**src/rtl/sha256_pkg.sv**
```systemverilog
// shared types, constants and round functions for the sha-256 message hasher
// no dependencies
package sha256_pkg;

    localparam int WORD_W      = 32;
    localparam int BLOCK_WORDS = 16;
    localparam int ROUNDS      = 64;

    typedef struct packed {
        logic [31:0] data_word;
        logic [2:0]  valid_bytes;
        logic        last_word;
    } in_item_t;

    typedef struct packed {
        logic [31:0] digest_word;
        logic        digest_last;
    } out_item_t;

    // word source selected by the controller for the block buffer
    typedef enum logic [2:0] {
        SRC_DATA   = 3'd0,
        SRC_LASTW  = 3'd1,
        SRC_PAD    = 3'd2,
        SRC_ZERO   = 3'd3,
        SRC_LEN_HI = 3'd4,
        SRC_LEN_LO = 3'd5
    } word_src_t;

    // controller to datapath
    typedef struct packed {
        logic      put;          // write a word into the block buffer
        word_src_t src;
        logic      add_len;      // add this item's bit count to the length
        logic      round_start;  // load working vars from hash state
        logic      round_step;   // run one compression round
        logic      fold;         // add working vars into hash state
        logic      restart;      // back to initial values
        logic      emit_shift;   // rotate hash state for output
    } sha_cmd_t;

    // datapath to controller
    typedef struct packed {
        logic [3:0] word_pos;
        logic [5:0] round;
    } sha_status_t;

    localparam logic [31:0] INIT_HASH [8] = '{
        32'h6a09e667, 32'hbb67ae85, 32'h3c6ef372, 32'ha54ff53a,
        32'h510e527f, 32'h9b05688c, 32'h1f83d9ab, 32'h5be0cd19
    };

    localparam logic [31:0] ROUND_K [64] = '{
        32'h428a2f98, 32'h71374491, 32'hb5c0fbcf, 32'he9b5dba5,
        32'h3956c25b, 32'h59f111f1, 32'h923f82a4, 32'hab1c5ed5,
        32'hd807aa98, 32'h12835b01, 32'h243185be, 32'h550c7dc3,
        32'h72be5d74, 32'h80deb1fe, 32'h9bdc06a7, 32'hc19bf174,
        32'he49b69c1, 32'hefbe4786, 32'h0fc19dc6, 32'h240ca1cc,
        32'h2de92c6f, 32'h4a7484aa, 32'h5cb0a9dc, 32'h76f988da,
        32'h983e5152, 32'ha831c66d, 32'hb00327c8, 32'hbf597fc7,
        32'hc6e00bf3, 32'hd5a79147, 32'h06ca6351, 32'h14292967,
        32'h27b70a85, 32'h2e1b2138, 32'h4d2c6dfc, 32'h53380d13,
        32'h650a7354, 32'h766a0abb, 32'h81c2c92e, 32'h92722c85,
        32'ha2bfe8a1, 32'ha81a664b, 32'hc24b8b70, 32'hc76c51a3,
        32'hd192e819, 32'hd6990624, 32'hf40e3585, 32'h106aa070,
        32'h19a4c116, 32'h1e376c08, 32'h2748774c, 32'h34b0bcb5,
        32'h391c0cb3, 32'h4ed8aa4a, 32'h5b9cca4f, 32'h682e6ff3,
        32'h748f82ee, 32'h78a5636f, 32'h84c87814, 32'h8cc70208,
        32'h90befffa, 32'ha4506ceb, 32'hbef9a3f7, 32'hc67178f2
    };

    function automatic logic [31:0] rotr(input logic [31:0] x, input int n);
        rotr = (x >> n) | (x << (32 - n));
    endfunction

    function automatic logic [31:0] small_sig0(input logic [31:0] x);
        small_sig0 = rotr(x, 7) ^ rotr(x, 18) ^ (x >> 3);
    endfunction

    function automatic logic [31:0] small_sig1(input logic [31:0] x);
        small_sig1 = rotr(x, 17) ^ rotr(x, 19) ^ (x >> 10);
    endfunction

    function automatic logic [31:0] big_sig0(input logic [31:0] x);
        big_sig0 = rotr(x, 2) ^ rotr(x, 13) ^ rotr(x, 22);
    endfunction

    function automatic logic [31:0] big_sig1(input logic [31:0] x);
        big_sig1 = rotr(x, 6) ^ rotr(x, 11) ^ rotr(x, 25);
    endfunction

endpackage

```
**src/rtl/sha256_message_hasher_top.sv**
```systemverilog
// sha-256 message hasher: one input word per cycle while idle, one item in
// flight; 64-round compression per block at one round per cycle, during which
// no input is taken; a last item costs padding words plus one or two blocks,
// then 8 digest items
// reset: hash state to the initial values, length and counters cleared
module sha256_message_hasher_top (
    input  logic                  clk,
    input  logic                  rst_n,
    input  logic                  in_valid,
    output logic                  in_ready,
    input  sha256_pkg::in_item_t  in_data,
    output logic                  out_valid,
    input  logic                  out_ready,
    output sha256_pkg::out_item_t out_data
);

    sha256_pkg::sha_cmd_t    cmd;
    sha256_pkg::sha_status_t status;
    logic [31:0]             dw;
    logic                    last;

    sha256_ctrl u_ctrl (
        .clk       (clk),
        .rst_n     (rst_n),
        .in_valid  (in_valid),
        .in_ready  (in_ready),
        .in_item   (in_data),
        .out_valid (out_valid),
        .out_ready (out_ready),
        .out_last  (last),
        .cmd       (cmd),
        .status    (status)
    );

    sha256_dp u_dp (
        .clk         (clk),
        .rst_n       (rst_n),
        .in_item     (in_data),
        .cmd         (cmd),
        .status      (status),
        .digest_word (dw)
    );

    assign out_data.digest_word = dw;
    assign out_data.digest_last = last;

endmodule

```
**src/rtl/sha256_ctrl.sv**
```systemverilog
// controller state machine for the sha-256 message hasher
// depends on sha256_pkg
module sha256_ctrl (
    input  logic                    clk,
    input  logic                    rst_n,
    input  logic                    in_valid,
    output logic                    in_ready,
    input  sha256_pkg::in_item_t    in_item,
    output logic                    out_valid,
    input  logic                    out_ready,
    output logic                    out_last,
    output sha256_pkg::sha_cmd_t    cmd,
    input  sha256_pkg::sha_status_t status
);

    typedef enum logic [7:0] {
        ST_IDLE  = 8'b0000_0001,
        ST_ROUND = 8'b0000_0010,
        ST_FOLD  = 8'b0000_0100,
        ST_PAD   = 8'b0000_1000,
        ST_FILL  = 8'b0001_0000,
        ST_LENHI = 8'b0010_0000,
        ST_LENLO = 8'b0100_0000,
        ST_EMIT  = 8'b1000_0000
    } state_t;

    state_t     state_reg, state_next;
    state_t     ret_reg, ret_next;         // where to go after a block
    logic [2:0] emit_reg, emit_next;
    logic       full4;

    assign full4 = in_item.valid_bytes[2];   // 4..7 count as four bytes

    always_comb
    begin
        state_next = state_reg;
        ret_next   = ret_reg;
        emit_next  = emit_reg;
        cmd        = '0;
        cmd.src    = sha256_pkg::SRC_DATA;
        in_ready   = 1'b0;
        out_valid  = 1'b0;
        out_last   = 1'b0;
        case (state_reg)
            ST_IDLE:
            begin
                in_ready = 1'b1;
                if (in_valid)
                begin
                    cmd.put     = 1'b1;
                    cmd.add_len = 1'b1;
                    if (!in_item.last_word || full4)
                        cmd.src = sha256_pkg::SRC_DATA;
                    else
                        cmd.src = sha256_pkg::SRC_LASTW;
                    if (in_item.last_word)
                    begin
                        ret_next   = full4 ? ST_PAD : ST_FILL;
                    end
                    else
                        ret_next = ST_IDLE;
                    if (status.word_pos == 4'd15)
                    begin
                        cmd.round_start = 1'b1;
                        state_next      = ST_ROUND;
                    end
                    else if (in_item.last_word)
                        state_next = full4 ? ST_PAD : ST_FILL;
                end
            end
            ST_ROUND:
            begin
                cmd.round_step = 1'b1;
                if (status.round == 6'd63)
                    state_next = ST_FOLD;
            end
            ST_FOLD:
            begin
                cmd.fold   = 1'b1;
                state_next = ret_reg;
                if (ret_reg == ST_EMIT)
                    emit_next = '0;
            end
            ST_PAD:
            begin
                cmd.put    = 1'b1;
                cmd.src    = sha256_pkg::SRC_PAD;
                ret_next   = ST_FILL;
                state_next = ST_FILL;
                if (status.word_pos == 4'd15)
                begin
                    cmd.round_start = 1'b1;
                    state_next      = ST_ROUND;
                end
            end
            ST_FILL:
            begin
                // zeros until slot 14, wrapping through a block if past it
                if (status.word_pos == 4'd14)
                    state_next = ST_LENHI;
                else
                begin
                    cmd.put  = 1'b1;
                    cmd.src  = sha256_pkg::SRC_ZERO;
                    ret_next = ST_FILL;
                    if (status.word_pos == 4'd15)
                    begin
                        cmd.round_start = 1'b1;
                        state_next      = ST_ROUND;
                    end
                end
            end
            ST_LENHI:
            begin
                cmd.put    = 1'b1;
                cmd.src    = sha256_pkg::SRC_LEN_HI;
                state_next = ST_LENLO;
            end
            ST_LENLO:
            begin
                cmd.put         = 1'b1;
                cmd.src         = sha256_pkg::SRC_LEN_LO;
                cmd.round_start = 1'b1;
                ret_next        = ST_EMIT;
                state_next      = ST_ROUND;
            end
            ST_EMIT:
            begin
                out_valid = 1'b1;
                out_last  = (emit_reg == 3'd7);
                if (out_ready)
                begin
                    cmd.emit_shift = 1'b1;
                    emit_next      = emit_reg + 3'd1;
                    if (emit_reg == 3'd7)
                    begin
                        cmd.restart = 1'b1;
                        state_next  = ST_IDLE;
                    end
                end
            end
            default:
            begin
                state_next = ST_IDLE;
            end
        endcase
    end

    always_ff @(posedge clk or negedge rst_n)
    begin
        if (!rst_n)
        begin
            state_reg <= ST_IDLE;
            ret_reg   <= ST_IDLE;
            emit_reg  <= '0;
        end
        else
        begin
            state_reg <= state_next;
            ret_reg   <= ret_next;
            emit_reg  <= emit_next;
        end
    end

endmodule

```
**src/rtl/sha256_dp.sv**
```systemverilog
// datapath: block buffer, message schedule, round logic, hash state, length
// depends on sha256_pkg
module sha256_dp (
    input  logic                    clk,
    input  logic                    rst_n,
    input  sha256_pkg::in_item_t    in_item,
    input  sha256_pkg::sha_cmd_t    cmd,
    output sha256_pkg::sha_status_t status,
    output logic [31:0]             digest_word
);

    logic [31:0] w_reg [16];     // message schedule window, w_reg[0] is current
    logic [31:0] h_reg [8];
    logic [31:0] v_reg [8];      // a..h
    logic [63:0] len_reg;
    logic [3:0]  pos_reg;
    logic [5:0]  rnd_reg;

    logic [31:0] wr_word, keep, padb, w_new, t1, t2;
    logic [2:0]  nb;
    logic [5:0]  add_bits;

    always_comb
    begin
        nb = (!in_item.last_word || in_item.valid_bytes[2]) ? 3'd4 : in_item.valid_bytes;
        add_bits = {nb, 3'b000};
        case (in_item.valid_bytes[1:0])
            2'd0:    begin keep = 32'h00000000; padb = 32'h80000000; end
            2'd1:    begin keep = 32'hff000000; padb = 32'h00800000; end
            2'd2:    begin keep = 32'hffff0000; padb = 32'h00008000; end
            default: begin keep = 32'hffffff00; padb = 32'h00000080; end
        endcase
        case (cmd.src)
            sha256_pkg::SRC_DATA:   wr_word = in_item.data_word;
            sha256_pkg::SRC_LASTW:  wr_word = (in_item.data_word & keep) | padb;
            sha256_pkg::SRC_PAD:    wr_word = 32'h80000000;
            sha256_pkg::SRC_LEN_HI: wr_word = len_reg[63:32];
            sha256_pkg::SRC_LEN_LO: wr_word = len_reg[31:0];
            default:                wr_word = '0;
        endcase
        w_new = w_reg[0] + sha256_pkg::small_sig0(w_reg[1]) + w_reg[9]
              + sha256_pkg::small_sig1(w_reg[14]);
        t1 = v_reg[7] + sha256_pkg::big_sig1(v_reg[4])
           + ((v_reg[4] & v_reg[5]) ^ (~v_reg[4] & v_reg[6]))
           + sha256_pkg::ROUND_K[rnd_reg] + w_reg[0];
        t2 = sha256_pkg::big_sig0(v_reg[0])
           + ((v_reg[0] & v_reg[1]) ^ (v_reg[0] & v_reg[2]) ^ (v_reg[1] & v_reg[2]));
    end

    assign status.word_pos = pos_reg;
    assign status.round    = rnd_reg;
    assign digest_word     = h_reg[0];

    // block buffer shifts in at the top; after 16 puts w_reg[0] holds word 0
    always_ff @(posedge clk)
    begin
        if (cmd.put)
        begin
            for (int i = 0; i < 15; i++)
                w_reg[i] <= w_reg[i+1];
            w_reg[15] <= wr_word;
        end
        else if (cmd.round_step)
        begin
            for (int i = 0; i < 15; i++)
                w_reg[i] <= w_reg[i+1];
            w_reg[15] <= w_new;
        end
    end

    always_ff @(posedge clk or negedge rst_n)
    begin
        if (!rst_n)
        begin
            for (int i = 0; i < 8; i++)
            begin
                h_reg[i] <= sha256_pkg::INIT_HASH[i];
                v_reg[i] <= '0;
            end
            len_reg <= '0;
            pos_reg <= '0;
            rnd_reg <= '0;
        end
        else
        begin
            if (cmd.add_len)
                len_reg <= len_reg + {58'd0, add_bits};
            if (cmd.put)
                pos_reg <= pos_reg + 4'd1;
            if (cmd.round_start)
            begin
                for (int i = 0; i < 8; i++)
                    v_reg[i] <= h_reg[i];
            end
            else if (cmd.round_step)
            begin
                v_reg[7] <= v_reg[6];
                v_reg[6] <= v_reg[5];
                v_reg[5] <= v_reg[4];
                v_reg[4] <= v_reg[3] + t1;
                v_reg[3] <= v_reg[2];
                v_reg[2] <= v_reg[1];
                v_reg[1] <= v_reg[0];
                v_reg[0] <= t1 + t2;
                rnd_reg  <= rnd_reg + 6'd1;
            end
            if (cmd.fold)
            begin
                for (int i = 0; i < 8; i++)
                    h_reg[i] <= h_reg[i] + v_reg[i];
            end
            else if (cmd.restart)
            begin
                for (int i = 0; i < 8; i++)
                begin
                    h_reg[i] <= sha256_pkg::INIT_HASH[i];
                    v_reg[i] <= '0;
                end
                len_reg <= '0;
                pos_reg <= '0;
                rnd_reg <= '0;
            end
            else if (cmd.emit_shift)
            begin
                for (int i = 0; i < 7; i++)
                    h_reg[i] <= h_reg[i+1];
                h_reg[7] <= h_reg[0];
            end
        end
    end

endmodule
```
**config.mk**
```make
export PLATFORM = sky130hd
export DESIGN_NAME = sha256_message_hasher_top
export DESIGN_NICKNAME = d
export VERILOG_FILES = /design/src/rtl/sha256_pkg.sv /design/src/rtl/sha256_message_hasher_top.sv /design/src/rtl/sha256_ctrl.sv /design/src/rtl/sha256_dp.sv
export SDC_FILE = /design/constraint.sdc
export NUM_CORES = 2
export LEC_CHECK = 0
export CORE_UTILIZATION = 45
export DETAILED_ROUTE_END_ITERATION = 16
export DONT_BUFFER_PORTS = 1
export SETUP_SLACK_MARGIN = 0.4
export SYNTH_ARGS = -nofsm -noshare
export SYNTH_HDL_FRONTEND = slang
export SYNTH_SLANG_ARGS = --single-unit
```
**constraint.sdc**
```tcl
create_clock -name clk -period 23.5 [get_ports clk]
set_clock_uncertainty 0.15 [all_clocks]
set_input_delay 2.35 -clock clk [delete_from_list [all_inputs] [get_ports clk]]
set_output_delay 2.35 -clock clk [all_outputs]
set_load 0.03 [all_outputs]
```
==> flow_results.xml <==
<?xml version="1.0" encoding="UTF-8"?>
<metrics>
  <group name="cells_and_area">
    <metric name="number_of_nets_in_the_layout" unit="">7682</metric>
    <metric name="area.sequential" unit="sq um">30500</metric>
    <metric name="finalNonFillerCells" unit="">9224</metric>
    <metric name="post_route_cells_drive_above_1_share" unit="%">6.88</metric>
    <metric name="n_fill_cell" unit="">14600</metric>
    <metric name="largest_register_ff_count" unit="">512</metric>
    <metric name="syn_to_final_growth" unit="%">8.02</metric>
    <metric name="multi_input_comb_area" unit="sq um">38800</metric>
  </group>
  <group name="critical_path">
    <metric name="criticalPathCategory" unit="">flip-flop to flip-flop</metric>
    <metric name="timing.critical_path.buf_inv" unit="">3</metric>
    <metric name="crit_path_max_fanout" unit="">40</metric>
    <metric name="cp_data_required_time" unit="ps">24000</metric>
    <metric name="slowest_delay" unit="ps">620</metric>
    <metric name="data_arrival_critical_path" unit="ps">10790</metric>
    <metric name="crit-reg2reg-capture" unit="">u_dp.v_reg[254]</metric>
    <metric name="worst_setup_path_end_kind" unit="">flip-flop</metric>
    <metric name="cp_top_family" unit="">compound AO/OA/AOI/OAI gates</metric>
    <metric name="rr_worst_depth" unit="">34</metric>
    <metric name="start_kind" unit="">flip-flop</metric>
    <metric name="critical_path.slowest_cell" unit="">dfrtp_2</metric>
    <metric name="regToRegSetupSlack" unit="ps">13210</metric>
    <metric name="timing.rr.start" unit="">u_dp.rnd_reg[3]</metric>
  </group>
  <group name="die">
    <metric name="core_area" unit="sq um">159000</metric>
    <metric name="rows" unit="">146</metric>
    <metric name="design.portCount" unit="">75</metric>
    <metric name="die_width" unit="um">403</metric>
    <metric name="die_area" unit="sq um">162000</metric>
    <metric name="dieHeight" unit="um">403</metric>
    <metric name="floorplan.initialDensity" unit="%">45.5</metric>
  </group>
  <group name="hold_path">
    <metric name="hold_path_startpoint" unit="">u_dp.w_reg[3][100]</metric>
    <metric name="hold_end" unit="">u_dp.w_reg[3][68]</metric>
    <metric name="hold_path_class" unit="">flip-flop to flip-flop</metric>
    <metric name="hold_path_depth" unit="">0</metric>
  </group>
  <group name="clock_network">
    <metric name="cts_tree" unit="">built</metric>
    <metric name="hold_buffers" unit="">0</metric>
    <metric name="cts-resized-gates" unit="">0</metric>
    <metric name="cts.htree.levels" unit="">4</metric>
    <metric name="numClockSinks" unit="">1110</metric>
    <metric name="root_buffer" unit="">clkbuf_16</metric>
    <metric name="postCtsSetupRepairBufs" unit="">0</metric>
    <metric name="clock_insertion_delay_at_the_later_pin_of_the_skew_report" unit="ps">810</metric>
    <metric name="cts-buffers-inserted" unit="">131</metric>
    <metric name="path_clk_slew" unit="ps">60</metric>
    <metric name="clock_tree.buffer_depth" unit="">3</metric>
  </group>
  <group name="logic_synthesis">
    <metric name="yosysTopAreaCell" unit="">edfxtp_1</metric>
    <metric name="yosys_warn_count" unit="">0</metric>
    <metric name="mappedNetlistNets" unit="">7949</metric>
    <metric name="synth_cell_types" unit="">98</metric>
    <metric name="synth_cells" unit="">7314</metric>
    <metric name="postSynth.topFlopCell" unit="">edfxtp_1</metric>
    <metric name="ys_seq_area_share" unit="%">42.2</metric>
    <metric name="mappedNetlistArea" unit="sq um">72300</metric>
    <metric name="synthTopCellsByArea" unit="">edfxtp_1 (21%), dfrtp_1 (16%), ha_1 (6.9%), fa_1 (5.4%), dfstp_2 (5.0%)</metric>
    <metric name="synth-edff-count" unit="">512</metric>
    <metric name="synth_async_sr_flop_share" unit="%">53.9</metric>
    <metric name="synth.top_cell.area_share" unit="%">21.3</metric>
    <metric name="syn-mean-instance-area" unit="sq um">9.89</metric>
    <metric name="number_of_flip_flops_and_latches_in_the_synthesized_netlist" unit="">1110</metric>
  </group>
  <group name="timing">
    <metric name="max_slew_margin" unit="%">18.2</metric>
    <metric name="report.final.setup_viol" unit="">0</metric>
    <metric name="final.period_utilization" unit="%">43.8</metric>
    <metric name="maxSlewViolCount" unit="">0</metric>
    <metric name="unrepaired_setup_endpoints_after_global_routing" unit="">false</metric>
    <metric name="fmax" unit="GHz">0.0972</metric>
    <metric name="timing.final.hold_violations" unit="">0</metric>
    <metric name="layout_min_cycle_time" unit="ps">10290</metric>
    <metric name="tns" unit="ps">0</metric>
    <metric name="worst-slew-pin-transition" unit="ps">1230</metric>
  </group>
  <group name="run">
    <metric name="timing.max_cap.violations" unit="">0</metric>
  </group>
  <group name="drt">
    <metric name="drt_wl_total" unit="um">246000</metric>
    <metric name="vias" unit="">57900</metric>
    <metric name="drtPass1Iterations" unit="">9</metric>
    <metric name="antenna_left" unit="">0</metric>
    <metric name="remaining_drc_errors" unit="">0</metric>
    <metric name="avgViaCountPerCell" unit="">6.28</metric>
    <metric name="iter_0_drt_violations" unit="">6725</metric>
    <metric name="wl_per_cell" unit="um">26.7</metric>
  </group>
  <group name="placed_design">
    <metric name="post-place-cells" unit="">8983</metric>
    <metric name="dp.final_hpwl" unit="um">177000</metric>
    <metric name="place.port_buffers" unit="">0</metric>
    <metric name="routabilityCongestion" unit="">0.963</metric>
  </group>
  <group name="global_route">
    <metric name="grt_overflow" unit="">0</metric>
    <metric name="globalRouteTotalUtil" unit="%">30.0</metric>
    <metric name="grt_start_max_net_pins" unit="">599</metric>
    <metric name="grt_pass1_vias" unit="">54700</metric>
    <metric name="grt_antenna_before_repair" unit="">11</metric>
    <metric name="grt_pass1_wl" unit="um">365000</metric>
  </group>
  <group name="outcome">
    <metric name="status" unit="">finished clean</metric>
  </group>
</metrics>
==> cells by family (layout without fill, tap and decap cells) <==
family          after synthesis  in the layout  synth area share, %
xor+xnor                    626            626                 7.58
buf+inv                     774            611                 4.30
other cells                   0              1                    0
compound gates             2119           2119                 19.4
fa+ha+maj                   620            620                 12.7
simple gates               2010           2010                 13.1
flops                      1110           1110                 42.2
mux                          55             55                0.825
==> per-stage QoR <==
stage | hold WS, ps | setup WS (ps) | cell area [sq um] | util (%)
floorplan | 250 | 8260 | 72300 | -
global placement | 250 | 13250 | 73700 | 46.4
detailed placement | 255 | 13390 | 73700 | 46.4
CTS | 230 | 13360 | 78100 | 49.1
global route | 253 | 12590 | 78100 | 49.2
finish | 231 | 13210 | 78200 | 49.2
==> Yosys cell counts (46+ instances only) <==
library cell,count
a211oi_1,145
a21o_1,144
a21oi_1,593
a311oi_1,206
a31oi_1,50
and3_1,46
buf_2,55
clkbuf_1,364
dfrtp_1,460
dfstp_2,138
edfxtp_1,512
fa_1,196
ha_1,399
inv_1,293
nand2_1,695
nand2b_1,70
nand3_1,116
nor2_1,549
nor3_1,120
nor3b_1,118
o211ai_1,137
o21a_1,54
o21ai_0,394
or3_1,140
xnor2_1,406
xor2_1,220
==> routing by layer <==
layer / track usage (%) / vias to the layer above / part of all wire, %
li1: - / 26200 / -
met1: 45.4 / 28900 / 46
met2: 42.9 / 2495 / 42
met3: 5.17 / 373 / 8.6
met4: 10.1 / 6 / 3.6
met5: 0 / - / 0.017
==> layout make-up <==
type                            instances  share of cell area (%)
Multi-Input combinational cell       5430                    49.6
Sequential cell                      1110                    39.1
Clock buffer                          170                    4.50
Tap cell                             2072                    3.32
Inverter                              294                    1.41
Clock inverter                         67                    1.13
Timing Repair Buffer                   80                   0.941
Antenna cell                            1                 0.00320
==> layout by cell type, fill, tap and decap left out, types with 27 or more instances in the layout <==
cell / n
o21a_1: 54
clkbuf_16: 131
and3_1: 45
inv_1: 292
o221ai_1: 44
nand2_1: 694
o211ai_1: 137
or3_1: 140
a222oi_1: 27
o21ai_0: 394
a21o_1: 144
clkbuf_1: 30
nand2b_1: 70
a21oi_1: 593
dfrtp_1: 456
nor2_1: 548
nand3_1: 115
buf_4: 71
ha_1: 398
xor2_1: 220
a211oi_1: 145
edfxtp_1: 512
a221oi_1: 27
dfstp_2: 138
nor3b_1: 116
fa_1: 196
mux2i_1: 45
nor3_1: 120
o31ai_1: 37
a311oi_1: 206
nor2b_1: 32
a31oi_1: 50
o21bai_1: 45
xnor2_1: 406
==> worst max-delay path by stage <==
stage	start	endpoint	slack, ps	depth (start not counted)
after floorplan	in_valid	u_dp.w_reg[0][0]	8260	5
after global placement	u_dp.rnd_reg[3]	u_dp.v_reg[254]	13250	34
after global routing	u_dp.rnd_reg[0]	u_dp.v_reg[255]	12590	34
final	u_dp.rnd_reg[3]	u_dp.v_reg[254]	13210	34
after detailed placement	u_dp.rnd_reg[3]	u_dp.v_reg[254]	13390	34
after CTS	u_dp.rnd_reg[3]	u_dp.v_reg[254]	13360	34
Power is not shown: default switching activity piles up to over one toggle a cycle in this logic, so the estimate is an artifact.
